## src/rtl/lrf_pkg.sv

```systemverilog
// lrf_pkg: shared types and constants for the lcd rectangle fill byte sequencer
// no dependencies; imported by every other file of the block except lrf_res_if
`timescale 1ns / 1ps

package lrf_pkg;

  localparam int DIM_BITS      = 10;
  localparam int OFF_BITS      = 10;
  localparam int ADDR_BITS     = 16;
  localparam int FIELD_BITS    = 16;
  localparam int CFG_IDX_BITS  = 3;
  localparam int CFG_DATA_BITS = (DIM_BITS > OFF_BITS) ? DIM_BITS : OFF_BITS;
  localparam int PHASE_BITS    = 4;

  localparam logic KIND_FILL    = 1'b0;
  localparam logic KIND_ADVANCE = 1'b1;

  localparam logic [CFG_IDX_BITS-1:0] CFG_PANEL_WIDTH  = 3'd0;
  localparam logic [CFG_IDX_BITS-1:0] CFG_PANEL_HEIGHT = 3'd1;
  localparam logic [CFG_IDX_BITS-1:0] CFG_COLUMN_OFF   = 3'd2;
  localparam logic [CFG_IDX_BITS-1:0] CFG_ROW_OFF      = 3'd3;
  localparam logic [CFG_IDX_BITS-1:0] CFG_ROTATION     = 3'd4;

  localparam logic [DIM_BITS-1:0] PANEL_DIM_RESET = DIM_BITS'(240);

  localparam logic [7:0] CMD_COLSET = 8'h2A;
  localparam logic [7:0] CMD_ROWSET = 8'h2B;
  localparam logic [7:0] CMD_MEMWR  = 8'h2C;

  localparam logic [PHASE_BITS-1:0] PH_COLSET    = 4'd0;
  localparam logic [PHASE_BITS-1:0] PH_COL_S_HI  = 4'd1;
  localparam logic [PHASE_BITS-1:0] PH_COL_S_LO  = 4'd2;
  localparam logic [PHASE_BITS-1:0] PH_COL_E_HI  = 4'd3;
  localparam logic [PHASE_BITS-1:0] PH_COL_E_LO  = 4'd4;
  localparam logic [PHASE_BITS-1:0] PH_ROWSET    = 4'd5;
  localparam logic [PHASE_BITS-1:0] PH_ROW_S_HI  = 4'd6;
  localparam logic [PHASE_BITS-1:0] PH_ROW_S_LO  = 4'd7;
  localparam logic [PHASE_BITS-1:0] PH_ROW_E_HI  = 4'd8;
  localparam logic [PHASE_BITS-1:0] PH_ROW_E_LO  = 4'd9;
  localparam logic [PHASE_BITS-1:0] PH_MEMWR     = 4'd10;
  localparam logic [PHASE_BITS-1:0] PH_PIXELS    = 4'd11;

  typedef enum logic [2:0] {
    ST_IDLE     = 3'd0,
    ST_BYTE     = 3'd1,
    ST_ACCEPTED = 3'd2,
    ST_EMPTY    = 3'd3,
    ST_REFUSED  = 3'd4
  } status_t;

  typedef struct packed {
    logic [DIM_BITS-1:0] panel_width;
    logic [DIM_BITS-1:0] panel_height;
    logic [OFF_BITS-1:0] column_offset;
    logic [OFF_BITS-1:0] row_offset;
    logic [1:0]          rotation;
  } cfg_t;

  typedef struct packed {
    logic                  kind;
    logic [FIELD_BITS-1:0] rect_x;
    logic [FIELD_BITS-1:0] rect_y;
    logic [FIELD_BITS-1:0] rect_w;
    logic [FIELD_BITS-1:0] rect_h;
    logic [FIELD_BITS-1:0] fill_color;
  } req_t;

  typedef struct packed {
    logic                 ok;
    logic [ADDR_BITS-1:0] col_start;
    logic [ADDR_BITS-1:0] col_end;
    logic [ADDR_BITS-1:0] row_start;
    logic [ADDR_BITS-1:0] row_end;
    logic [DIM_BITS-1:0]  cols;
    logic [DIM_BITS-1:0]  rows;
  } win_t;

  typedef struct packed {
    logic [2:0] status;
    logic [7:0] out_byte;
    logic       is_data;
    logic       last;
  } res_t;

endpackage

```

## src/rtl/lrf_req_if.sv

```systemverilog
// lrf_req_if: request channel (valid, ready, fill request / advance payload)
// depends on lrf_pkg for field widths
`timescale 1ns / 1ps

interface lrf_req_if;
  import lrf_pkg::*;

  logic                  valid;
  logic                  ready;
  logic                  kind;
  logic [FIELD_BITS-1:0] rect_x;
  logic [FIELD_BITS-1:0] rect_y;
  logic [FIELD_BITS-1:0] rect_w;
  logic [FIELD_BITS-1:0] rect_h;
  logic [FIELD_BITS-1:0] fill_color;

  modport source (output valid, kind, rect_x, rect_y, rect_w, rect_h, fill_color,
                  input ready);
  modport sink (input valid, kind, rect_x, rect_y, rect_w, rect_h, fill_color,
                output ready);
endinterface

```

## src/rtl/lrf_res_if.sv

```systemverilog
// lrf_res_if: result channel (valid, ready, status and display byte)
// no dependencies
`timescale 1ns / 1ps

interface lrf_res_if;
  logic       valid;
  logic       ready;
  logic [2:0] status;
  logic [7:0] out_byte;
  logic       is_data;
  logic       last;

  modport source (output valid, status, out_byte, is_data, last, input ready);
  modport sink (input valid, status, out_byte, is_data, last, output ready);
endinterface

```

## src/rtl/lcd_rect_fill_byte_sequencer_unit.sv

```systemverilog
// lcd_rect_fill_byte_sequencer_unit: top level of the rectangle fill byte sequencer
// depends on lrf_pkg, lrf_req_if, lrf_res_if, lrf_clip and lrf_seq
//
// usage:
//   req carries fill requests (kind 0: rectangle and rgb565 color) and advance
//   slots (kind 1); every request transfer yields exactly one result transfer on
//   res, in order. a fill is clipped to the logical screen and answered accepted,
//   empty or refused (while a fill is in progress); each advance then returns one
//   byte: column set, column window, row set, row window, memory write, then the
//   pixels high byte first, with last on the final byte.
//   cfg_we/cfg_index/cfg_data write panel width, panel height, column offset, row
//   offset and rotation (indexes 0 to 4, others ignored); write them while idle.
// timing:
//   a request passes one input register, then clip, window address add and byte
//   select ahead of the result register.
//   throughput is one transfer per cycle while res.ready is high; the state
//   update of each item lands in the same cycle as its result register load.
// reset (rst, synchronous): no transaction in progress, panel 240x240, offsets 0,
//   rotation 0, both channel stages empty.
// stall: when res.ready is low the result register holds, the input register
//   fills and req.ready drops; nothing is lost or repeated.
`timescale 1ns / 1ps

module lcd_rect_fill_byte_sequencer_unit (
  input  logic                               clk,
  input  logic                               rst,
  lrf_req_if.sink                            req,
  lrf_res_if.source                          res,
  input  logic                               cfg_we,
  input  logic [lrf_pkg::CFG_IDX_BITS-1:0]   cfg_index,
  input  logic [lrf_pkg::CFG_DATA_BITS-1:0]  cfg_data
);
  import lrf_pkg::*;

  cfg_t cfg;
  req_t item;
  logic item_valid;
  win_t win;
  logic take;
  logic res_valid;
  res_t result;

  always_ff @(posedge clk) begin
    if (rst) begin
      cfg.panel_width   <= PANEL_DIM_RESET;
      cfg.panel_height  <= PANEL_DIM_RESET;
      cfg.column_offset <= '0;
      cfg.row_offset    <= '0;
      cfg.rotation      <= '0;
    end else if (cfg_we) begin
      case (cfg_index)
        CFG_PANEL_WIDTH:  cfg.panel_width   <= cfg_data[DIM_BITS-1:0];
        CFG_PANEL_HEIGHT: cfg.panel_height  <= cfg_data[DIM_BITS-1:0];
        CFG_COLUMN_OFF:   cfg.column_offset <= cfg_data[OFF_BITS-1:0];
        CFG_ROW_OFF:      cfg.row_offset    <= cfg_data[OFF_BITS-1:0];
        CFG_ROTATION:     cfg.rotation      <= cfg_data[1:0];
        default: ;
      endcase
    end
  end

  // input stage
  assign req.ready = !item_valid || take;

  always_ff @(posedge clk) begin
    if (rst) begin
      item_valid <= 1'b0;
    end else if (req.valid && req.ready) begin
      item_valid <= 1'b1;
    end else if (take) begin
      item_valid <= 1'b0;
    end
  end

  always_ff @(posedge clk) begin
    if (req.valid && req.ready) begin
      item.kind       <= req.kind;
      item.rect_x     <= req.rect_x;
      item.rect_y     <= req.rect_y;
      item.rect_w     <= req.rect_w;
      item.rect_h     <= req.rect_h;
      item.fill_color <= req.fill_color;
    end
  end

  lrf_clip u_clip (
    .cfg  (cfg),
    .item (item),
    .win  (win)
  );

  lrf_seq u_seq (
    .clk        (clk),
    .rst        (rst),
    .item_valid (item_valid),
    .item       (item),
    .win        (win),
    .out_ready  (res.ready),
    .take       (take),
    .res_valid  (res_valid),
    .result     (result)
  );

  assign res.valid    = res_valid;
  assign res.status   = result.status;
  assign res.out_byte = result.out_byte;
  assign res.is_data  = result.is_data;
  assign res.last     = result.last;

endmodule

```

## src/rtl/lrf_clip.sv

```systemverilog
// lrf_clip: clips a request rectangle to the logical screen and forms the
// column and row window addresses; depends on lrf_pkg
`timescale 1ns / 1ps

module lrf_clip (
  input  lrf_pkg::cfg_t cfg,
  input  lrf_pkg::req_t item,
  output lrf_pkg::win_t win
);
  import lrf_pkg::*;

  typedef struct packed {
    logic                ok;
    logic [DIM_BITS-1:0] start;
    logic [DIM_BITS-1:0] stop;
    logic [DIM_BITS-1:0] count;
  } span_t;

  function automatic span_t clip_span(logic [FIELD_BITS-1:0] p,
                                      logic [FIELD_BITS-1:0] len,
                                      logic [DIM_BITS-1:0] lim);
    logic signed [FIELD_BITS:0] e;
    logic signed [FIELD_BITS:0] lim_s;
    logic signed [FIELD_BITS:0] e_min;
    logic signed [FIELD_BITS:0] a;
    logic signed [FIELD_BITS:0] stop_full;
    logic signed [FIELD_BITS:0] count_full;
    span_t s;
    e          = $signed({p[FIELD_BITS-1], p}) + $signed({len[FIELD_BITS-1], len});
    lim_s      = $signed((FIELD_BITS+1)'(lim));
    e_min      = (e > lim_s) ? lim_s : e;
    a          = p[FIELD_BITS-1] ? '0 : $signed({1'b0, p});
    stop_full  = e_min - $signed((FIELD_BITS+1)'(1));
    count_full = e_min - a;
    s.ok       = !len[FIELD_BITS-1] && (len != '0) && (e_min > a);
    s.start    = a[DIM_BITS-1:0];
    s.stop     = stop_full[DIM_BITS-1:0];
    s.count    = count_full[DIM_BITS-1:0];
    return s;
  endfunction

  function automatic logic [ADDR_BITS-1:0] add_offset(logic [DIM_BITS-1:0] pos,
                                                      logic [OFF_BITS-1:0] off);
    return ADDR_BITS'(pos) + {{(ADDR_BITS-OFF_BITS){off[OFF_BITS-1]}}, off};
  endfunction

  logic [DIM_BITS-1:0] lw;
  logic [DIM_BITS-1:0] lh;
  span_t               cs;
  span_t               rs;

  assign lw = cfg.rotation[0] ? cfg.panel_height : cfg.panel_width;
  assign lh = cfg.rotation[0] ? cfg.panel_width : cfg.panel_height;
  assign cs = clip_span(item.rect_x, item.rect_w, lw);
  assign rs = clip_span(item.rect_y, item.rect_h, lh);

  assign win.ok        = cs.ok && rs.ok;
  assign win.col_start = add_offset(cs.start, cfg.column_offset);
  assign win.col_end   = add_offset(cs.stop, cfg.column_offset);
  assign win.row_start = add_offset(rs.start, cfg.row_offset);
  assign win.row_end   = add_offset(rs.stop, cfg.row_offset);
  assign win.cols      = cs.count;
  assign win.rows      = rs.count;

endmodule

```

## src/rtl/lrf_seq.sv

```systemverilog
// lrf_seq: transaction state, header and pixel byte sequencing, result register
// depends on lrf_pkg; fed by lrf_clip through the top level
`timescale 1ns / 1ps

module lrf_seq (
  input  logic          clk,
  input  logic          rst,
  input  logic          item_valid,
  input  lrf_pkg::req_t item,
  input  lrf_pkg::win_t win,
  input  logic          out_ready,
  output logic          take,
  output logic          res_valid,
  output lrf_pkg::res_t result
);
  import lrf_pkg::*;

  logic                  busy, busy_next;
  logic [PHASE_BITS-1:0] phase, phase_next;
  logic [ADDR_BITS-1:0]  col_start, col_end, row_start, row_end;
  logic [FIELD_BITS-1:0] color;
  logic [DIM_BITS-1:0]   col_count;
  logic [DIM_BITS-1:0]   cols_left, cols_left_next;
  logic [DIM_BITS-1:0]   rows_left, rows_left_next;
  logic                  low_half, low_half_next;
  logic                  latch_win;
  logic                  fin;
  res_t                  res_next;

  assign take = item_valid && (!res_valid || out_ready);
  assign fin  = (cols_left <= DIM_BITS'(1)) && (rows_left <= DIM_BITS'(1));

  always_comb begin
    busy_next      = busy;
    phase_next     = phase;
    cols_left_next = cols_left;
    rows_left_next = rows_left;
    low_half_next  = low_half;
    latch_win      = 1'b0;
    res_next       = '0;
    if (item.kind == KIND_FILL) begin
      if (busy) begin
        res_next.status = ST_REFUSED;
      end else if (!win.ok) begin
        res_next.status = ST_EMPTY;
      end else begin
        res_next.status = ST_ACCEPTED;
        latch_win       = 1'b1;
        busy_next       = 1'b1;
        phase_next      = PH_COLSET;
        cols_left_next  = win.cols;
        rows_left_next  = win.rows;
        low_half_next   = 1'b0;
      end
    end else if (!busy) begin
      res_next.status = ST_IDLE;
    end else if (phase < PH_PIXELS) begin
      res_next.status  = ST_BYTE;
      res_next.is_data = 1'b1;
      phase_next       = phase + PHASE_BITS'(1);
      case (phase)
        PH_COLSET: begin
          res_next.out_byte = CMD_COLSET;
          res_next.is_data  = 1'b0;
        end
        PH_COL_S_HI: res_next.out_byte = col_start[15:8];
        PH_COL_S_LO: res_next.out_byte = col_start[7:0];
        PH_COL_E_HI: res_next.out_byte = col_end[15:8];
        PH_COL_E_LO: res_next.out_byte = col_end[7:0];
        PH_ROWSET: begin
          res_next.out_byte = CMD_ROWSET;
          res_next.is_data  = 1'b0;
        end
        PH_ROW_S_HI: res_next.out_byte = row_start[15:8];
        PH_ROW_S_LO: res_next.out_byte = row_start[7:0];
        PH_ROW_E_HI: res_next.out_byte = row_end[15:8];
        PH_ROW_E_LO: res_next.out_byte = row_end[7:0];
        default: begin
          res_next.out_byte = CMD_MEMWR;
          res_next.is_data  = 1'b0;
        end
      endcase
    end else if (!low_half) begin
      res_next.status   = ST_BYTE;
      res_next.out_byte = color[15:8];
      res_next.is_data  = 1'b1;
      low_half_next     = 1'b1;
    end else begin
      res_next.status   = ST_BYTE;
      res_next.out_byte = color[7:0];
      res_next.is_data  = 1'b1;
      res_next.last     = fin;
      low_half_next     = 1'b0;
      if (fin) begin
        busy_next      = 1'b0;
        phase_next     = PH_COLSET;
        cols_left_next = '0;
        rows_left_next = '0;
      end else if (cols_left <= DIM_BITS'(1)) begin
        rows_left_next = rows_left - DIM_BITS'(1);
        cols_left_next = col_count;
      end else begin
        cols_left_next = cols_left - DIM_BITS'(1);
      end
    end
  end

  always_ff @(posedge clk) begin
    if (rst) begin
      busy      <= 1'b0;
      phase     <= PH_COLSET;
      cols_left <= '0;
      rows_left <= '0;
      low_half  <= 1'b0;
      res_valid <= 1'b0;
    end else begin
      if (take) begin
        busy      <= busy_next;
        phase     <= phase_next;
        cols_left <= cols_left_next;
        rows_left <= rows_left_next;
        low_half  <= low_half_next;
        res_valid <= 1'b1;
      end else if (out_ready) begin
        res_valid <= 1'b0;
      end
    end
  end

  always_ff @(posedge clk) begin
    if (take) begin
      result <= res_next;
    end
    if (take && latch_win) begin
      col_start <= win.col_start;
      col_end   <= win.col_end;
      row_start <= win.row_start;
      row_end   <= win.row_end;
      col_count <= win.cols;
      color     <= item.fill_color;
    end
  end

  a_fill_sets_busy: assert property (@(posedge clk) disable iff (rst)
    take && (item.kind == KIND_FILL) && !busy && win.ok |=> busy)
    else $error("accepted fill did not start a transaction");

  a_last_ends: assert property (@(posedge clk) disable iff (rst)
    take && res_next.last |=> !busy)
    else $error("transaction still busy after last byte");

  a_phase_range: assert property (@(posedge clk) disable iff (rst)
    busy |-> phase <= PH_PIXELS)
    else $error("header phase out of range");

  a_low_half_in_pixels: assert property (@(posedge clk) disable iff (rst)
    low_half |-> busy && (phase == PH_PIXELS))
    else $error("pixel half set outside pixel phase");

  a_counts_live: assert property (@(posedge clk) disable iff (rst)
    busy |-> (cols_left != '0) && (rows_left != '0))
    else $error("pixel counters empty during transaction");

endmodule
```

## src/flat_wrapper.sv

```systemverilog
// flat-port wrapper written by rule: the top's interface ports become plain ports
module lcd_rect_fill_byte_sequencer_unit_flat import lrf_pkg::*;
  (clk, rst, cfg_we, cfg_index, cfg_data, req_valid, req_kind, req_rect_x, req_rect_y, req_rect_w, req_rect_h, req_fill_color, req_ready, res_valid, res_status, res_out_byte, res_is_data, res_last, res_ready);
  lrf_req_if req_i ();
  lrf_res_if res_i ();
  input  logic clk;
  input  logic rst;
  input  logic cfg_we;
  input  logic [lrf_pkg::CFG_IDX_BITS-1:0] cfg_index;
  input  logic [lrf_pkg::CFG_DATA_BITS-1:0] cfg_data;
  input wire logic [$bits(req_i.valid)-1:0] req_valid;
  input wire logic [$bits(req_i.kind)-1:0] req_kind;
  input wire logic [$bits(req_i.rect_x)-1:0] req_rect_x;
  input wire logic [$bits(req_i.rect_y)-1:0] req_rect_y;
  input wire logic [$bits(req_i.rect_w)-1:0] req_rect_w;
  input wire logic [$bits(req_i.rect_h)-1:0] req_rect_h;
  input wire logic [$bits(req_i.fill_color)-1:0] req_fill_color;
  output wire logic [$bits(req_i.ready)-1:0] req_ready;
  output wire logic [$bits(res_i.valid)-1:0] res_valid;
  output wire logic [$bits(res_i.status)-1:0] res_status;
  output wire logic [$bits(res_i.out_byte)-1:0] res_out_byte;
  output wire logic [$bits(res_i.is_data)-1:0] res_is_data;
  output wire logic [$bits(res_i.last)-1:0] res_last;
  input wire logic [$bits(res_i.ready)-1:0] res_ready;
  assign req_i.valid = req_valid;
  assign req_i.kind = req_kind;
  assign req_i.rect_x = req_rect_x;
  assign req_i.rect_y = req_rect_y;
  assign req_i.rect_w = req_rect_w;
  assign req_i.rect_h = req_rect_h;
  assign req_i.fill_color = req_fill_color;
  assign req_ready = req_i.ready;
  assign res_valid = res_i.valid;
  assign res_status = res_i.status;
  assign res_out_byte = res_i.out_byte;
  assign res_is_data = res_i.is_data;
  assign res_last = res_i.last;
  assign res_i.ready = res_ready;
  lcd_rect_fill_byte_sequencer_unit u_core (.clk(clk), .rst(rst), .req(req_i), .res(res_i), .cfg_we(cfg_we), .cfg_index(cfg_index), .cfg_data(cfg_data));
endmodule
```

## config.mk

```make
export PLATFORM = sky130hd
export DESIGN_NAME = lcd_rect_fill_byte_sequencer_unit_flat
export DESIGN_NICKNAME = d
export VERILOG_FILES = /design/src/rtl/lrf_pkg.sv /design/src/rtl/lrf_req_if.sv /design/src/rtl/lrf_res_if.sv /design/src/rtl/lcd_rect_fill_byte_sequencer_unit.sv /design/src/rtl/lrf_clip.sv /design/src/rtl/lrf_seq.sv /design/src/flat_wrapper.sv
export SDC_FILE = /design/constraint.sdc
export NUM_CORES = 1
export LEC_CHECK = 0
export CORE_ASPECT_RATIO = 0.5
export CORE_MARGIN = 4
export CORE_UTILIZATION = 50
export CTS_CLUSTER_DIAMETER = 120
export DETAILED_ROUTE_END_ITERATION = 12
export DONT_BUFFER_PORTS = 1
export RECOVER_POWER = 50
export SLEW_MARGIN = 20
export SYNTH_ARGS = -nofsm -noshare
export SYNTH_HDL_FRONTEND = slang
export SYNTH_SLANG_ARGS = --single-unit
```

## constraint.sdc

```tcl
create_clock -name clk -period 16.8 [get_ports clk]
set_clock_uncertainty 0.05 [all_clocks]
set_input_delay 2.52 -clock clk [delete_from_list [all_inputs] [get_ports clk]]
set_output_delay 2.52 -clock clk [all_outputs]
set_load 0.05 [all_outputs]
```

## Word level (Yosys, flattened, before mapping)

Index checks and enable logic that the tools add are counted.

- Bits in registers: 253
- Bits of input ports: 99
- Output and inout bits: 15
- Logic and storage cells: 161

- Add/subtract/negate cells: 13
- Magnitude comparators: 7
- Equality and inequality tests: 20
- Mux-type cells: 56
- Bitwise logic cells: 3
- Reductions and logical operators: 34

Operator list:

| cell | count |
|---|---|
| 2-to-1 mux 10 bit | 18 |
| case mux 8 bit (10 select lines) | 1 |
| adder 11 x 10 -> 12 bit | 4 |
| adder 16 x 16 -> 17 bit | 2 |
| > comparator 17 x 11 -> 1 bit | 2 |
| > comparator 17 x 16 -> 1 bit | 2 |
| 2-to-1 mux 17 bit | 2 |
| nonzero test 16 bit | 2 |
| 2-to-1 mux 15 bit | 2 |
| 2-to-1 mux 4 bit | 7 |
| 2-to-1 mux 1 bit | 22 |
| less-or-equal comparator 10 x 1 -> 1 bit, second input constant | 2 |
| subtractor 10 x 1 -> 10 bit, second input constant | 2 |
| subtractor 10 bit | 2 |
| subtractor 10 x 2 -> 10 bit, second input constant | 2 |
| 2-to-1 mux 9 bit | 2 |
| == test 4 x 3 -> 1 bit, second input constant | 4 |
| AND reduction 2 bit | 6 |
| AND reduction 6 bit | 2 |
| logical AND 1 bit | 9 |
| inequality test 3 bit, second input constant | 3 |
| == test 4 x 2 -> 1 bit, second input constant | 2 |
| == test 4 bit, second input constant | 2 |
| OR reduction 8 bit | 1 |
| 18 further kinds | 30 |

## Depth between registers and ports, before layout

- Depth in word-level cells: 10
- Gate-level depth with buffers: 37

## By module

A second synthesis with hierarchy kept.

- Cells, all modules: 1573
- Area total of the unflattened synthesis: 16255.6 um^2

Modules (own cells, without submodules):

| module | instances | cells each | area each (um^2) |
|---|---|---|---|
| lrf_clip | 1 | 869 | 6307.3 |
| lrf_seq | 1 | 458 | 5738.0 |
| lcd_rect_fill_byte_sequencer_unit | 1 | 246 | 4210.3 |

## Least setup slack after synthesis

Ideal clock, no wire load.

- Path kind: register to register
- From: register u_core.item[32] (netlist name)
- To: register u_core.u_seq.col_count[0] (enable)
- Library setup time: 0.689 ns
- Data arrival time: 12.986 ns
- Data required time: 16.061 ns
- Path slack: 3.075 ns
- Stages on the path, launching flop included: 34
- Period minus slack after synthesis: 13.725 ns
- Cell sequence: edfxtp_1 > ha_1 > inv_1 > fa_1 > nor2b_1 > o2111ai_1 > nand2_1 > xor2_1 > ha_1 > a21o_1 > a21o_1 > a21oi_1 > o21ai_0 > a21oi_1 > nand4_1 > ha_1 > clkbuf_1 > inv_1 > a21oi_1 > clkbuf_1 > mux2i_1 > inv_1 > ha_1 > a21o_1 > a21o_1 > a211o_1 > nor3_1 > nor3_1 > a21oi_1 > o21ai_0 > nand4_1 > a31o_4 > or3_1 > nor4_1

- Word-level cells in the longest chain between the ends: 10
- Elaborated cells on any way between the ends: 12

Ends and longest elaborated chain:

| what | line | source |
|---|---|---|
| adder 16 x 16 -> 17 bit | lrf_clip.sv:29 | `e = $signed({p[FIELD_BITS-1], p}) + $signed({len[FIELD_BITS-1], len});` |
| > comparator 17 x 11 -> 1 bit | lrf_clip.sv:31 | `e_min = (e > lim_s) ? lim_s : e;` |
| 2-to-1 mux 17 bit | lrf_clip.sv:31 |  |
| > comparator 17 x 16 -> 1 bit | lrf_clip.sv:35 | `s.ok = !len[FIELD_BITS-1] && (len != '0) && (e_min > a);` |
| logical AND 1 bit (*) | lrf_clip.sv:35 |  |
| logical AND 1 bit (*) | lrf_clip.sv:57 | `assign win.ok = cs.ok && rs.ok;` |
| 2-to-1 mux 1 bit (*) | lrf_seq.sv:44 | `end else if (!win.ok) begin` |
| 2-to-1 mux 1 bit (*) | lrf_seq.sv:42 | `if (busy) begin` |
| 2-to-1 mux 1 bit (*) | lrf_seq.sv:41 | `if (item.kind == KIND_FILL) begin` |
| logical AND 1 bit (*) | lrf_seq.sv:134 | `if (take && latch_win) begin` |
| end signal: assignment | lrf_seq.sv:139 | `col_count <= win.cols;` |
| end: declaration | lrf_seq.sv:22 | `logic [DIM_BITS-1:0] col_count;` |

Every way passes the cells marked *; elsewhere a longest branch is shown, timed or not.
A chain may end at the register's enable or synchronous reset.

## Worst setup path after layout

- From: register u_core.item[64] (netlist name)
- To: register u_core.u_seq.col_count[0] (enable)

- Word-level cells in the longest chain between the ends: 10
- Elaborated cells on any way between the ends: 11

Ends and longest elaborated chain:

| what | line |
|---|---|
| adder 16 x 16 -> 17 bit | lrf_clip.sv:29 |
| > comparator 17 x 11 -> 1 bit | lrf_clip.sv:31 |
| 2-to-1 mux 17 bit | lrf_clip.sv:31 |
| > comparator 17 x 16 -> 1 bit (*) | lrf_clip.sv:35 |
| logical AND 1 bit (*) | lrf_clip.sv:35 |
| logical AND 1 bit (*) | lrf_clip.sv:57 |
| 2-to-1 mux 1 bit (*) | lrf_seq.sv:44 |
| 2-to-1 mux 1 bit (*) | lrf_seq.sv:42 |
| 2-to-1 mux 1 bit (*) | lrf_seq.sv:41 |
| logical AND 1 bit (*) | lrf_seq.sv:134 |

Marked as above.

==> flow_metrics.env <==
export IMPL_status="finished clean"
export IMPL_cp_arrival_ns=8.31
export IMPL_postCtsSetupBuffers=0
export IMPL_drt_iter0_drc=1123
export IMPL_core_area_mm2=0.0295
export IMPL_maxSlewViolCount=0
export IMPL_rrSetupSlack_ns=8.61
export IMPL_drc=0
export IMPL_final_common_cell="edfxtp_1"
export IMPL_globalplace_congestion=0.975
export IMPL_drv_cap=0
export IMPL_setup_tns_ns=0
export IMPL_cts_hold_buf=0
export IMPL_htreeDepth=1
export IMPL_mostFrequentLayoutCells="edfxtp_1 (168), nand2_1 (139), ha_1 (137)"
export IMPL_grt_max_degree=65
export IMPL_cts_root_buf="clkbuf_16"
export IMPL_crit_fanout=58
export IMPL_syn_area_mm2=0.0152
export IMPL_cp_required_ns=16.92
export IMPL_finalCritPeriodShare_pct=48.7
export IMPL_grt_use_total_pct=25.1
export IMPL_place_inst=1902
export IMPL_worstSetupStartpoint="u_core.item[64]"
export IMPL_maxSlewHeadroom_pct=5.68
export IMPL_nNetsFinal=1781
export IMPL_timing_rr_start="u_core.item[64]"
export IMPL_clkSlewWorstSetupHoldPaths_ns=0.06
export IMPL_start_util_pct=51.6
export IMPL_wl_mm=43.0
export IMPL_powerDensity_mw_per_mm2=101
export IMPL_path_class="register to register"
export IMPL_synth_ff_latch_count=237
export IMPL_critPathSlowestCell="buf_4"
export IMPL_syn_nets=1801
export IMPL_synthDistinctLibCells=72
export IMPL_dp_hpwl_mm=34.0
export IMPL_endpoint_kind="register"
export IMPL_die_area_mm2=0.0335
export IMPL_layout_cells_non_filler=1946
export IMPL_cp_slowest_stage_delay_ns=0.62
export IMPL_firstDrtPassIters=6
export IMPL_grt_overflow=0
export IMPL_antenna_cells=0
export IMPL_cp_start_kind="register"
export IMPL_wl_per_cell_um=22.1
export IMPL_drive_gt1_share_pct=4.50
export IMPL_antenna_found_initial=0
export IMPL_synth_edff_count=168
export IMPL_post_cts_resized=0
export IMPL_cp_num_buf_inv=5
export IMPL_rsz0062_at_grt="no"
export IMPL_clock_fmax_mhz=122
export IMPL_cts_sinks=237
export IMPL_critPathTopFamily="compound AO/OA/AOI/OAI gates"
export IMPL_netlist_instances=1557
export IMPL_area_growth_pct=7.95
export IMPL_worstHoldPathType="register to register"
export IMPL_synthFlopType="edfxtp_1"
export IMPL_grt_pass1_vias=11000
export IMPL_p_total_mw=1.65
export IMPL_synthArstFlopShare_pct=0
export IMPL_grt_pass1_wl_mm=65.5
export IMPL_die_x_um=255
export IMPL_via_count=11600
export IMPL_period_minus_slack_ns=8.19
export IMPL_fillers=2629
export IMPL_die_y_um=131
export IMPL_cts_buffer_depth=3
export IMPL_io_buffers=0
export IMPL_vias_per_cell=5.97
export IMPL_irDropWorstVdd_mv=0.0897
export IMPL_synth_area_per_cell_um2=9.78
export IMPL_p_leak_nw=6.54
export IMPL_whs_ns=0.370
export IMPL_clk_latency_ns=0.54
export IMPL_cts_tree="done"
export IMPL_setup_violations=0
export IMPL_ys_warn_count=0
export IMPL_io_pins=114
export IMPL_antenna_left=0
export IMPL_yosysSeqAreaShare_pct=42.2
export IMPL_worstMarginPinSlew_ns=1.41
export IMPL_std_cell_rows=44
export IMPL_cts_buffers=24
export IMPL_min_from="u_core.item[12]"
export IMPL_hold_viol_final=0
==> synthesized netlist by cell type, drive strengths merged, types with 8 or more instances <==
library cell  number  area [um^2]
a211oi            24          185
a21o              40          300
a21oi            135          676
a22oi             11         82.6
a31oi             10         62.6
and2              16          100
buf               10         40.0
clkbuf            45          169
dfxtp             69         1380
edfxtp           168         5040
fa                 8          160
ha               137         1710
inv              108          405
mux2               8         90.1
mux2i             51          510
nand2            139          522
nand2b            39          244
nand3             27          135
nand4             15         93.8
nor2             107          402
nor2b             21          139
nor3              25          125
nor4              18          113
o211ai             9         67.6
o21a              15          113
o21ai             56          280
o21bai            25          188
o31ai             13          111
or3               10         67.6
xnor2             73          639
xor2              31          272
==> layout make-up <==
class                      instances  area (um^2)  share of cell area (%)
clock inverter                    18          246                    1.50
clock buffer                      26          618                    3.76
tap                              391          489                    2.97
inverter                         108          405                    2.47
timing repair buffer               9         60.1                   0.365
sequential                       237         6430                    39.1
multi-input combinational       1157         8200                    49.9
==> kinds of logic after synthesis <==
kind of cell,after synthesis,share of synthesized area (%)
adder cells (fa/ha/maj),145,12.3
AO/OA/AOI/OAI,403,17.4
AND/OR/NAND/NOR,446,14.2
multiplexers,59,3.94
XOR/XNOR,104,5.98
buffers and inverters,163,4.03
flip-flops,237,42.2
==> where the power goes <==
part	internal [mW]	switching [mW]	total, mW	leakage, nW
clock network	0.347	0.240	0.587	0.414
logic	0.145	0.252	0.398	4.00
registers	0.653	0.0167	0.670	2.13
==> flip-flops by register name (all words and copies together), names as in the netlist <==
signal                  cells
u_core.u_seq.col_count     10
u_core.u_seq.result        13
u_core.u_seq.res_valid      1
u_core.u_seq.cols_left     10
u_core.u_seq.col_start     12
u_core.cfg                 41
u_core.item_valid           1
u_core.u_seq.busy           1
u_core.u_seq.phase          4
u_core.item                81
u_core.u_seq.color         16
u_core.u_seq.row_start     12
u_core.u_seq.col_end       12
u_core.u_seq.row_end       12
u_core.u_seq.rows_left     10
u_core.u_seq.low_half       1
==> worst paths after layout <==
kind | end | cells after the start
worst max-delay path | u_core.u_seq.col_count[0] | 31
worst min-delay path | u_core.u_seq.color[12] | 0
worst max register to register | u_core.u_seq.col_count[0] | 31
worst min register to register | u_core.u_seq.color[12] | 0
==> per-layer routing <==
| metal | global-route usage, % | part of all wire (%) |
|---|---|---|
| met5 | 0 | 0 |
| met4 | 3.54 | 1.4 |
| met3 | 5.63 | 7.8 |
| met2 | 34.5 | 39 |
| met1 | 40.6 | 51 |
==> worst reg2reg max path, delay by kind of cell, from the launching register on <==
| family | cells | cell delay [ns] |
|---|---|---|
| flops | 1 | 0.38 |
| xor+xnor | 1 | 0.26 |
| compound gates | 11 | 2.01 |
| mux | 1 | 0.59 |
| fa+ha+maj | 5 | 1.72 |
| buf+inv | 5 | 1.10 |
| simple gates | 8 | 1.67 |
==> stage by stage <==
| step | area (um^2) | setup WS, ns | util (%) |
|---|---|---|---|
| 2_1_floorplan | 15200 | 3.08 | - |
| 3_3_place_gp | 15600 | 9.07 | 52.8 |
| 3_5_place_dp | 15600 | 8.87 | 52.8 |
| 4_1_cts | 16500 | 8.82 | 55.8 |
| 5_1_grt | 16400 | 8.19 | 55.7 |
| 6_report | 16400 | 8.61 | 55.7 |
No activity file was read; power rests on OpenSTA's default activity.
